### config.mk
export PLATFORM = sky130hd
export DESIGN_NAME = serial_command_line_framer_core
export DESIGN_NICKNAME = d
export VERILOG_FILES = /design/src/sv/scl_pkg.sv /design/src/sv/serial_command_line_framer_core.sv /design/src/sv/scl_line_mem.sv /design/src/sv/scl_framer.sv /design/src/sv/scl_out_buf.sv
export VERILOG_INCLUDE_DIRS = /design/src /design/src/sv
export SDC_FILE = /design/constraint.sdc
export NUM_CORES = 1
export LEC_CHECK = 0
export BUFFER_PORTS_ARGS = -buffer_cell sky130_fd_sc_hd__buf_2
export CAP_MARGIN = 5
export CORE_UTILIZATION = 65
export DETAILED_ROUTE_END_ITERATION = 8
export GPL_TIMING_DRIVEN = 0
export PLACE_DENSITY = 0.78
export SYNTH_ARGS = -nofsm -noshare
export SYNTH_HDL_FRONTEND = slang
export SYNTH_SLANG_ARGS = --single-unit
export TNS_END_PERCENT = 1
### constraint.sdc
create_clock -name aclk -period 7.3 [get_ports aclk]
set_input_delay 0 -clock aclk [delete_from_list [all_inputs] [get_ports aclk]]
set_output_delay 0 -clock aclk [all_outputs]
set_load 0.01 [all_outputs]
### src/sv/serial_command_line_framer_core_macros.svh
// ----------------------------------------------------------------------------
// Assertion macros for the serial command line framer
// Every check samples on aclk and is switched off while aresetn is low.
// ----------------------------------------------------------------------------
`ifndef SERIAL_COMMAND_LINE_FRAMER_CORE_MACROS_SVH
`define SERIAL_COMMAND_LINE_FRAMER_CORE_MACROS_SVH

// Antecedent holds in a cycle, so the consequent holds in the same cycle
`define SCL_ASSERT_SAME(label, ante, cons, msg) \
    label: assert property (@(posedge aclk) disable iff (!aresetn) \
        (ante) |-> (cons)) else $error(msg);

// Antecedent holds in a cycle, so the consequent holds in the next cycle
`define SCL_ASSERT_NEXT(label, ante, cons, msg) \
    label: assert property (@(posedge aclk) disable iff (!aresetn) \
        (ante) |=> (cons)) else $error(msg);

`endif

### src/sv/scl_pkg.sv
// ----------------------------------------------------------------------------
// scl_pkg
// Types, codes and sizes shared by the serial command line framer.
// ----------------------------------------------------------------------------
package scl_pkg;

    localparam int LINE_DEPTH    = 128;
    localparam int HOST_READ_LEN = 32;
    // only the host-readable part of the line needs storing
    localparam int RD_DEPTH = (HOST_READ_LEN < LINE_DEPTH) ? HOST_READ_LEN : LINE_DEPTH;
    localparam int PTR_W    = $clog2(LINE_DEPTH);
    localparam int RD_AW    = (RD_DEPTH > 1) ? $clog2(RD_DEPTH) : 1;

    localparam int BYTE_W   = 8;
    localparam int IDX_W    = 5;
    localparam int SETCH_LEN = 6;
    localparam int CH_POS    = 6;
    localparam int HEAD_LEN  = 7;

    localparam logic [BYTE_W-1:0] CHR_LF    = 8'h0A;
    localparam logic [BYTE_W-1:0] CHR_CR    = 8'h0D;
    localparam logic [BYTE_W-1:0] CHR_QUERY = 8'h3F;
    localparam logic [BYTE_W-1:0] SET_CH_WORD [SETCH_LEN] =
        '{8'h53, 8'h45, 8'h54, 8'h5F, 8'h43, 8'h48};

    typedef enum logic [1:0] {
        REQ_BYTE  = 2'd0,
        REQ_READ  = 2'd1,
        REQ_CLEAR = 2'd2
    } req_t;

    typedef enum logic [2:0] {
        EV_STORED  = 3'd0,
        EV_BUSY    = 3'd1,
        EV_TEST    = 3'd2,
        EV_SETCH   = 3'd3,
        EV_HELD    = 3'd4,
        EV_READ_OK = 3'd5,
        EV_READ_NO = 3'd6,
        EV_CLEARED = 3'd7
    } event_t;

    typedef struct packed {
        logic              wr_en;
        logic [RD_AW-1:0]  wr_addr;
        logic [BYTE_W-1:0] wr_data;
        logic              rd_en;
        logic [RD_AW-1:0]  rd_addr;
    } mem_req_t;

    typedef struct packed {
        event_t            event_code;
        logic [BYTE_W-1:0] value;
    } result_t;

endpackage

### src/sv/serial_command_line_framer_core.sv
// ----------------------------------------------------------------------------
// serial_command_line_framer_core
// Frames received serial bytes into command lines and answers host reads.
// ----------------------------------------------------------------------------
// Takes one beat per cycle on s_ (received byte, host read or host clear)
// while s_ready is high, and gives one result beat on m_ for each, in order;
// request type 3 gives none. A result is registered in the framing stage,
// together with the buffer read, then in the output register. The output
// side has a skid register, so a stalled m_ready costs input throughput only
// once both result slots are full. The line head (entries 0..6) sits in
// flops for the command compare; entries 0..31 go to a one-write/one-read
// buffer whose read is registered, with per-entry valid bits so the buffer
// reads as zero after reset without a clearing pass.
// ----------------------------------------------------------------------------
module serial_command_line_framer_core (
    input  logic                          aclk,
    input  logic                          aresetn,
    input  logic                          s_valid,
    output logic                          s_ready,
    input  logic [1:0]                    s_req_type,
    input  logic [scl_pkg::BYTE_W-1:0]    s_rx_byte,
    input  logic [scl_pkg::IDX_W-1:0]     s_read_index,
    output logic                          m_valid,
    input  logic                          m_ready,
    output logic [2:0]                    m_event_code,
    output logic [scl_pkg::BYTE_W-1:0]    m_value
);

    scl_pkg::mem_req_t          mem_req;
    logic [scl_pkg::BYTE_W-1:0] rd_data;
    logic                       res_valid;
    logic                       res_ready;
    scl_pkg::result_t           res;

    scl_framer u_framer (
        .aclk         (aclk),
        .aresetn      (aresetn),
        .s_valid      (s_valid),
        .s_ready      (s_ready),
        .s_req_type   (s_req_type),
        .s_rx_byte    (s_rx_byte),
        .s_read_index (s_read_index),
        .mem_req      (mem_req),
        .rd_data      (rd_data),
        .res_valid    (res_valid),
        .res          (res),
        .res_ready    (res_ready)
    );

    scl_line_mem u_line_mem (
        .aclk    (aclk),
        .aresetn (aresetn),
        .mem_req (mem_req),
        .rd_data (rd_data)
    );

    scl_out_buf u_out_buf (
        .aclk         (aclk),
        .aresetn      (aresetn),
        .in_valid     (res_valid),
        .in_ready     (res_ready),
        .in_res       (res),
        .m_valid      (m_valid),
        .m_ready      (m_ready),
        .m_event_code (m_event_code),
        .m_value      (m_value)
    );

endmodule

### src/sv/scl_line_mem.sv
// ----------------------------------------------------------------------------
// scl_line_mem
// Host-readable head of the line buffer: one write and one registered read
// a cycle. Per-entry valid bits make unwritten entries read as zero.
// ----------------------------------------------------------------------------
module scl_line_mem (
    input  logic                          aclk,
    input  logic                          aresetn,
    input  scl_pkg::mem_req_t             mem_req,
    output logic [scl_pkg::BYTE_W-1:0]    rd_data
);

    logic [scl_pkg::BYTE_W-1:0]   mem [scl_pkg::RD_DEPTH];
    logic [scl_pkg::RD_DEPTH-1:0] valid_reg;
    logic [scl_pkg::BYTE_W-1:0]   rd_data_reg;
    logic                         rd_valid_reg;

    always_ff @(posedge aclk) begin
        if (mem_req.wr_en) begin
            mem[mem_req.wr_addr] <= mem_req.wr_data;
        end
        if (mem_req.rd_en) begin
            rd_data_reg  <= mem[mem_req.rd_addr];
            rd_valid_reg <= valid_reg[mem_req.rd_addr];
        end
    end

    always_ff @(posedge aclk) begin
        if (!aresetn) begin
            valid_reg <= '0;
        end else if (mem_req.wr_en) begin
            valid_reg[mem_req.wr_addr] <= 1'b1;
        end
    end

    assign rd_data = rd_valid_reg ? rd_data_reg : '0;

endmodule

### src/sv/scl_framer.sv
// ----------------------------------------------------------------------------
// scl_framer
// Per-beat framing logic: write pointer, held-line flag, line head copy,
// terminator and prefix detection, and the stage register for the result.
// ----------------------------------------------------------------------------
`include "serial_command_line_framer_core_macros.svh"

module scl_framer (
    input  logic                          aclk,
    input  logic                          aresetn,
    input  logic                          s_valid,
    output logic                          s_ready,
    input  logic [1:0]                    s_req_type,
    input  logic [scl_pkg::BYTE_W-1:0]    s_rx_byte,
    input  logic [scl_pkg::IDX_W-1:0]     s_read_index,
    output scl_pkg::mem_req_t             mem_req,
    input  logic [scl_pkg::BYTE_W-1:0]    rd_data,
    output logic                          res_valid,
    output scl_pkg::result_t              res,
    input  logic                          res_ready
);

    logic [scl_pkg::PTR_W-1:0]  wp_reg, wp_next, wp_inc;
    logic                       line_ready_reg, line_ready_next;
    logic [scl_pkg::BYTE_W-1:0] head_reg  [scl_pkg::HEAD_LEN];
    logic [scl_pkg::BYTE_W-1:0] head_next [scl_pkg::HEAD_LEN];
    logic [scl_pkg::BYTE_W-1:0] head_eff  [scl_pkg::HEAD_LEN];
    logic [scl_pkg::BYTE_W-1:0] prev_reg, prev_next;

    logic                       s1_valid_reg;
    scl_pkg::event_t            s1_code_reg, s1_code_next;
    logic [scl_pkg::BYTE_W-1:0] s1_value_reg, s1_value_next;
    logic                       s1_use_rd_reg, s1_use_rd_next;

    logic                       accept;
    logic                       emit;
    logic                       term;
    logic                       is_test;
    logic                       is_setch;
    scl_pkg::req_t              req;

    assign req     = scl_pkg::req_t'(s_req_type);
    assign s_ready = !s1_valid_reg || res_ready;
    assign accept  = s_valid && s_ready;

    assign wp_inc = (wp_reg == scl_pkg::PTR_W'(scl_pkg::LINE_DEPTH - 1)) ? '0 : wp_reg + 1'b1;

    // line head as it stands once this beat's byte is in
    always_comb begin
        for (int k = 0; k < scl_pkg::HEAD_LEN; k++) begin
            head_eff[k] = (wp_reg == scl_pkg::PTR_W'(k)) ? s_rx_byte : head_reg[k];
        end
    end

    always_comb begin
        is_setch = 1'b1;
        for (int k = 0; k < scl_pkg::SETCH_LEN; k++) begin
            if (head_eff[k] != scl_pkg::SET_CH_WORD[k]) begin
                is_setch = 1'b0;
            end
        end
    end

    assign is_test = (head_eff[0] == scl_pkg::CHR_QUERY);
    // pointer not at 0 means the previous byte belongs to this line
    assign term = (wp_reg != '0) && (prev_reg == scl_pkg::CHR_LF)
                  && (s_rx_byte == scl_pkg::CHR_CR);

    always_comb begin
        wp_next         = wp_reg;
        line_ready_next = line_ready_reg;
        head_next       = head_reg;
        prev_next       = prev_reg;
        emit            = 1'b0;
        s1_code_next    = scl_pkg::EV_STORED;
        s1_value_next   = '0;
        s1_use_rd_next  = 1'b0;
        mem_req         = '0;
        mem_req.wr_addr = wp_reg[scl_pkg::RD_AW-1:0];
        mem_req.wr_data = s_rx_byte;
        mem_req.rd_addr = s_read_index[scl_pkg::RD_AW-1:0];

        if (accept) begin
            case (req)
                scl_pkg::REQ_BYTE: begin
                    emit = 1'b1;
                    if (line_ready_reg) begin
                        s1_code_next = scl_pkg::EV_BUSY;
                    end else begin
                        prev_next     = s_rx_byte;
                        head_next     = head_eff;
                        mem_req.wr_en = (int'(wp_reg) < scl_pkg::RD_DEPTH);
                        wp_next       = wp_inc;
                        if (term) begin
                            wp_next = '0;
                            if (is_test) begin
                                s1_code_next = scl_pkg::EV_TEST;
                            end else if (is_setch) begin
                                s1_code_next  = scl_pkg::EV_SETCH;
                                s1_value_next = head_eff[scl_pkg::CH_POS];
                            end else begin
                                s1_code_next    = scl_pkg::EV_HELD;
                                line_ready_next = 1'b1;
                            end
                        end
                    end
                end
                scl_pkg::REQ_READ: begin
                    emit = 1'b1;
                    if (line_ready_reg && (int'(s_read_index) < scl_pkg::RD_DEPTH)) begin
                        s1_code_next   = scl_pkg::EV_READ_OK;
                        s1_use_rd_next = 1'b1;
                        mem_req.rd_en  = 1'b1;
                    end else begin
                        s1_code_next = scl_pkg::EV_READ_NO;
                    end
                end
                scl_pkg::REQ_CLEAR: begin
                    emit            = 1'b1;
                    line_ready_next = 1'b0;
                    wp_next         = '0;
                    s1_code_next    = scl_pkg::EV_CLEARED;
                end
                default: begin
                    // unused request type: no result, nothing changes
                end
            endcase
        end
    end

    always_ff @(posedge aclk) begin
        if (!aresetn) begin
            wp_reg         <= '0;
            line_ready_reg <= 1'b0;
            s1_valid_reg   <= 1'b0;
            for (int k = 0; k < scl_pkg::HEAD_LEN; k++) begin
                head_reg[k] <= '0;
            end
        end else begin
            wp_reg         <= wp_next;
            line_ready_reg <= line_ready_next;
            head_reg       <= head_next;
            if (s_ready) begin
                s1_valid_reg <= emit;
            end
        end
    end

    always_ff @(posedge aclk) begin
        prev_reg <= prev_next;
        if (s_ready && emit) begin
            s1_code_reg   <= s1_code_next;
            s1_value_reg  <= s1_value_next;
            s1_use_rd_reg <= s1_use_rd_next;
        end
    end

    assign res_valid      = s1_valid_reg;
    assign res.event_code = s1_code_reg;
    assign res.value      = s1_use_rd_reg ? rd_data : s1_value_reg;

    `SCL_ASSERT_SAME(a_held_no_store, line_ready_reg, !mem_req.wr_en, "byte stored while line held")
    `SCL_ASSERT_SAME(a_read_needs_line, mem_req.rd_en, line_ready_reg, "buffer read with no line held")
    `SCL_ASSERT_NEXT(a_clear_resets, accept && (req == scl_pkg::REQ_CLEAR), !line_ready_reg && (wp_reg == '0), "clear left state behind")
    `SCL_ASSERT_NEXT(a_stage_holds, s1_valid_reg && !res_ready, s1_valid_reg && $stable(s1_code_reg) && $stable(res.value), "stalled stage changed")

endmodule

### src/sv/scl_out_buf.sv
// ----------------------------------------------------------------------------
// scl_out_buf
// Two-entry result buffer: output register plus skid register, so the
// upstream ready is taken from a flop and not from m_ready.
// ----------------------------------------------------------------------------
`include "serial_command_line_framer_core_macros.svh"

module scl_out_buf (
    input  logic                          aclk,
    input  logic                          aresetn,
    input  logic                          in_valid,
    output logic                          in_ready,
    input  scl_pkg::result_t              in_res,
    output logic                          m_valid,
    input  logic                          m_ready,
    output logic [2:0]                    m_event_code,
    output logic [scl_pkg::BYTE_W-1:0]    m_value
);

    logic             out_valid_reg;
    logic             skid_valid_reg;
    scl_pkg::result_t out_reg;
    scl_pkg::result_t skid_reg;
    logic             push;
    logic             pop;

    assign in_ready = !skid_valid_reg;
    assign push     = in_valid && in_ready;
    assign pop      = out_valid_reg && m_ready;

    always_ff @(posedge aclk) begin
        if (!aresetn) begin
            out_valid_reg  <= 1'b0;
            skid_valid_reg <= 1'b0;
        end else if (!out_valid_reg || pop) begin
            if (skid_valid_reg) begin
                out_valid_reg  <= 1'b1;
                skid_valid_reg <= 1'b0;
            end else begin
                out_valid_reg <= push;
            end
        end else if (push) begin
            skid_valid_reg <= 1'b1;
        end
    end

    always_ff @(posedge aclk) begin
        if (!out_valid_reg || pop) begin
            out_reg <= skid_valid_reg ? skid_reg : in_res;
        end else if (push) begin
            skid_reg <= in_res;
        end
    end

    assign m_valid      = out_valid_reg;
    assign m_event_code = out_reg.event_code;
    assign m_value      = out_reg.value;

    `SCL_ASSERT_SAME(a_skid_behind_out, skid_valid_reg, out_valid_reg, "skid full with output empty")
    `SCL_ASSERT_NEXT(a_stall_to_skid, push && out_valid_reg && !m_ready, skid_valid_reg, "stalled beat not parked")
    `SCL_ASSERT_NEXT(a_skid_drains_first, skid_valid_reg && m_ready, out_reg == $past(skid_reg), "skid beat overtaken")

endmodule
### Yosys cells after proc, flatten, opt, wreduce, memory -nomap -nowiden

Memories as Yosys holds them, arrays and structs flattened. A register that Yosys moved wholly into a read port is not among the register bits.
Index checks and enable logic that the tools add are counted.

| word-level totals | value |
|---|---|
| memories kept | 1 |
| word-level logic and storage cells | 124 |
| bits of input ports | 19 |
| output and inout port bits | 13 |
| bits in writable memories | 256 |
| register bits after elaboration | 142 |

Memories:

| name | words | width | rd ports | clocked after memory_dff | write ports | RTL line | source |
|---|---|---|---|---|---|---|---|
| u_line_mem.mem | 32 | 8 | 1 | 1 | 1 | scl_line_mem.sv:13 | `logic [scl_pkg::BYTE_W-1:0] mem [scl_pkg::RD_DEPTH];` |

| cells by class | value |
|---|---|
| $lt $le $gt $ge | 4 |
| $add $sub $neg | 1 |
| reductions and logical operators | 23 |
| eq/ne operators | 19 |
| bitwise gates (word level) | 8 |
| mux-type cells | 46 |

Operator list:

| kind | count |
|---|---|
| $mux 8 | 9 |
| $ne 8x7->1 const B | 6 |
| $or 32x32->32 | 1 |
| $mux 1 | 23 |
| $eq 7x3->1 const B | 3 |
| $mux 7 | 3 |
| $eq 8x4->1 const B | 2 |
| $eq 7x2->1 const B | 2 |
| $pmux 7 s2 | 1 |
| $lt 5x6->1 const B | 2 |
| $mux 3 | 4 |
| $mux 11 | 1 |
| $pmux 3 s3 | 1 |
| $eq 8x6->1 const B | 1 |
| $add 7x1->7 const B | 1 |
| $eq 7x1->1 const B | 1 |
| $eq 7x7->1 const B | 1 |
| $logic_and 1x1->1 | 7 |
| $logic_not 7->1 | 1 |
| $lt 7x6->1 const B | 1 |
| $not 1->1 | 7 |
| $reduce_bool 7->1 | 1 |
| $reduce_and 3->1 | 2 |
| $reduce_or 6->1 | 1 |
| 15 further kinds | 19 |

### Logic depth before layout (Yosys ltp)

| depth | value |
|---|---|
| depth after elaboration | 14 |
| mapped depth | 10 |
| depth with buffers taken out | 9 |

### Hierarchy

A second synthesis with hierarchy kept.

| second synthesis, totals | value |
|---|---|
| cell total of the unflattened synthesis | 1024 |
| area, all modules | 16754.8 um2 |

By module, submodules not included:

| module | sequential area each (um2) | cells each | times used | area an instance (um2) |
|---|---|---|---|---|
| scl_line_mem | 8598.2 | 505 | 1 | 11354.6 |
| scl_framer | 1901.8 | 477 | 1 | 4520.6 |
| scl_out_buf | 700.7 | 42 | 1 | 879.6 |

### Least setup slack after synthesis

No wires, ideal clock.

| timing path | value |
|---|---|
| kind | register to register |
| start | register u_out_buf.skid_valid_reg |
| end | memory u_line_mem.mem[7][0] in the netlist's numbering, enable pin |
| arrival | 2116 ps |
| library setup time | 402 ps |
| stages on the path, launching flop included | 6 |
| required time | 6898 ps |
| clock period less this slack | 2517 ps |
| setup slack | 4783 ps |
| path buffers | 0 |
| cell sequence | dfxtp_1 -> a21boi_1 -> nand2_1 -> inv_2 -> nand3_1 -> nor4b_1 |

| on the way | value |
|---|---|
| longest elaborated chain between the ends | 6 |

RTL lines:

| item | RTL line | source |
|---|---|---|
| from (decl) | scl_out_buf.sv:21 | `logic skid_valid_reg;` |
| from (signal assigned) | scl_out_buf.sv:34 | `skid_valid_reg <= 1'b0;` |
| from (signal assigned) | scl_out_buf.sv:38 | `skid_valid_reg <= 1'b0;` |
| from (signal assigned) | scl_out_buf.sv:43 | `skid_valid_reg <= 1'b1;` |
| $logic_not 1->1 | scl_out_buf.sv:27 | `assign in_ready = !skid_valid_reg;` |
| $logic_or 1x1->1 | scl_framer.sv:43 | `assign s_ready = !s1_valid_reg \|\| res_ready;` |
| $logic_and 1x1->1 | scl_framer.sv:44 | `assign accept = s_valid && s_ready;` |
| $mux 1 | scl_framer.sv:83 | `if (accept) begin` |
| $mux 1 | scl_line_mem.sv:19 | `if (mem_req.wr_en) begin` |
| $mux 1 (implied by the code) | scl_line_mem.sv:20 | `mem[mem_req.wr_addr] <= mem_req.wr_data;` |
| to (decl) | scl_line_mem.sv:13 |  |

Every way passes these cells.

### Worst setup path after layout

| timing path | value |
|---|---|
| start | register u_framer.wp_reg[0] in the netlist's numbering |
| end | register u_framer.head_reg[35] in the netlist's numbering |

| on the way | value |
|---|---|
| longest elaborated chain between the ends | 2 |

RTL lines:

| item | RTL line | source |
|---|---|---|
| from (decl) | scl_framer.sv:23 | `logic [scl_pkg::PTR_W-1:0] wp_reg, wp_next, wp_inc;` |
| from (signal assigned) | scl_framer.sv:140 | `wp_reg <= wp_next;` |
| $eq 7x2->1 | scl_framer.sv:51 | `head_eff[k] = (wp_reg == scl_pkg::PTR_W'(k)) ? s_rx_byte : head_reg[k];` |
| $mux 8 | scl_framer.sv:51 |  |
| to (signal assigned) | scl_framer.sv:142 | `head_reg <= head_next;` |
| to (decl) | scl_framer.sv:25 | `logic [scl_pkg::BYTE_W-1:0] head_reg [scl_pkg::HEAD_LEN];` |

Every way passes these cells.
A chain may end at the register's enable or synchronous reset.

==> flow_summary.json <==
{
  "boundaryPins": 32,
  "fin_crit_ns": 3.10,
  "finalHoldViolCount": 0,
  "grt_pass1_vias": 9886,
  "synth_cell_types": 66,
  "seqPwrFrac_pct": 52.5,
  "synth-xor-area-share_pct": 0.105,
  "power_frac_comb_pct": 5.1,
  "synth_edf_count": 307,
  "power.switching_mw": 1.02,
  "root_buffer": "clkbuf_16",
  "dr.pass1.iters": 5,
  "cp_data_required_time_ns": 7.71,
  "clk_latency_ns": 0.54,
  "r2r_setup_slack_ns": 4.20,
  "syn_area_per_cell_um2": 15.6,
  "htreeDepth": 2,
  "yosysTopAreaCell": "edfxtp_1",
  "grt_pass1_wl_um": 60700,
  "clk_pin_slew_ns": 0.06,
  "hp-class": "input pin to flip-flop",
  "max-slew-margin-rel_pct": 19.3,
  "maxCapViolations": 0,
  "fin_crit_sh_pct": 42.5,
  "ys.flop_type": "edfxtp_1",
  "cp-start-kind": "flip-flop",
  "instances_no_fill": 1504,
  "fill_cells": 1440,
  "die_width_um": 162,
  "final_common_cell": "edfxtp_1",
  "layout.nets": 1172,
  "initial_core_util_pct": 66.4,
  "grt_max_degree": 41,
  "synth_fp_nets": 1102,
  "synthMuxAreaShare_pct": 15.0,
  "synth-simple-area-share_pct": 9.54,
  "coreArea_um2": 25200,
  "crit_arrival_ns": 3.51,
  "synthArstFlopShare_pct": 0,
  "cts_sinks": 406,
  "fin_tns_setup_ns": 0,
  "post-place-ws_ns": 4.33,
  "synthAdderAreaFrac_pct": 0.674,
  "area_delta_synth_final_pct": 11.1,
  "dp.cells": 1430,
  "status": "finished clean",
  "setup_ws_ns": 4.20,
  "synth_compound_area_share_pct": 5.67,
  "worstMarginPinSlew_ns": 1.21,
  "holdWs_ns": 0.0307,
  "crit_path_end_kind": "flip-flop",
  "final_cell_mix": "edfxtp_1 (307), nand2_1 (112), dfxtp_1 (99), mux4_2 (90), clkbuf_1 (55)",
  "p_int_mw": 3.74,
  "synth_seq_cells": 406,
  "p_per_area_nw_per_um2": 256,
  "worst-setup-path-type": "flip-flop to flip-flop",
  "final_layout_size_suffix_gt1_share_pct": 18.8,
  "overflow": 0,
  "fin_worst_skew_ns": 0.0240,
  "antenna_found_initial": 1,
  "drt-initial-drc-count": 1274,
  "dieArea_um2": 26400,
  "grt_usage_pct": 32.1,
  "synth_top_family_by_area": "multiplexers",
  "total_power_mw": 4.76,
  "peakVddDrop_mv": 0.236,
  "rsz0062_at_grt": "false",
  "fp.dieH_um": 162,
  "drv_slew": 0,
  "via_count": 9968,
  "io_buffers": 25,
  "antenna_left": 0,
  "setup_violations": 0,
  "worstPathMaxFanout": 17,
  "gp_congestion": 0.999,
  "seq_area_frac_synth_pct": 67.0,
  "totalWireLength_um": 40300,
  "cts_tree": "done",
  "fmax_ghz": 0.322,
  "via_per_inst": 6.63,
  "synth_warnings": 0,
  "largest_reg_flops": 256,
  "p_leak_nw": 6.01,
  "remaining_drc_errors": 0,
  "p_clk_share_pct": 42.4,
  "cts_buffer_depth": 3,
  "syn-instance-count": 1074,
  "num_antenna_cells": 0,
  "syn_area_um2": 16700,
  "switching_share_pct": 21.4,
  "dp_hpwl_um": 25600,
  "num_rows": 58,
  "yosys.area.top_type_share_pct": 55.2,
  "synth.area.top_cells": "edfxtp_1 (55%), mux4_2 (12%), dfxtp_1 (12%)",
  "cts_buffers": 41,
  "wl_per_cell_um": 26.8
}
## critical path, cell delays in order (launching register included)
cell,delay [ns]
dfxtp_1,0.34
inv_1,0.14
ha_1,0.26
nor4b_2,0.61
nand2_1,0.30
nor2_2,0.99
mux2i_1,0.28
nor2b_1,0.06
## final cells by class
class | count | area (µm²) | share of cell area, %
sequential | 406 | 11200 | 60.3
clock buffer | 59 | 1180 | 6.35
clock inverter | 14 | 114 | 0.613
timing repair buffer | 27 | 143 | 0.768
buffer | 60 | 245 | 1.32
tap | 330 | 413 | 2.22
inverter | 22 | 82.6 | 0.445
multi-input combinational | 586 | 5200 | 28.0
## worst paths after layout
kind	start	endpoint	cells past startpoint
setup / recovery	u_framer.wp_reg[0]	u_framer.head_reg[35]	7
hold / removal	s_req_type[1]	u_framer.res_valid	4
setup reg to reg	u_framer.wp_reg[0]	u_framer.head_reg[35]	7
hold reg to reg	u_framer.head_reg[22]	u_framer.head_reg[22]	2
## synth_stat cells (3+ instances only)
library cell,number
nor4b_1,7
nor4_1,17
edfxtp_1,307
nor3b_1,3
nor4b_2,3
or4bb_1,3
buf_1,4
a21boi_0,41
clkinv_1,5
nand4b_1,4
nand3_1,14
or3_1,6
clkbuf_1,45
inv_1,16
or4_1,4
or3b_2,4
buf_2,10
nand3b_1,8
a31oi_1,4
nor2b_1,21
nand2b_1,8
nand4_1,6
ha_1,9
nor3_1,12
dfxtp_1,99
o21ai_0,16
mux4_2,90
a21boi_1,3
a22o_1,3
mux2_2,20
nor2_1,54
nand2_1,112
o21a_1,32
mux2i_1,26
o21ai_1,6
and2_1,3
a21oi_1,14
## power groups by stage
stage / sequential, mW / clock (mW) / combinational (mW)
after detailed placement: 2.55 / 0 / 0.235
final: 2.50 / 2.02 / 0.241
after global placement: 2.55 / 0 / 0.232
after CTS: 2.50 / 2.02 / 0.240
after floorplan: 2.55 / 0 / 0.137
after global routing: 2.50 / 2.12 / 0.254
## logic make-up (layout without fill, tap and decap cells)
group	count (synthesis)	count (layout)
xor gates and xnor gates	2	2
adders and majority gates	9	9
AOI/OAI and AO/OA	136	136
and+or+nand+nor	303	303
muxes	136	136
DFF	406	406
buffers and inverters	82	182
## what timing repair did
item | in CTS | in global routing
gates resized for setup | 0 | 0
buffers inserted | 0 | 0
hold buffers | 1 | 0
hold endpoints to repair | 1 | 0
## per-layer routing
layer	track usage, %	wire, µm
met1	44.8	16000
met2	49.8	18900
met3	6.54	3850
met4	13.4	1570
met5	0	13
## through the flow
step / area (µm²) / utilization [%]
6_report: 18600 / 73.8
3_5_place_dp: 17300 / 68.6
5_1_grt: 18600 / 73.8
4_1_cts: 18600 / 73.8
2_1_floorplan: 16700 / -
3_3_place_gp: 17300 / 68.5
Note: power is estimated with default switching activity, not from simulation.
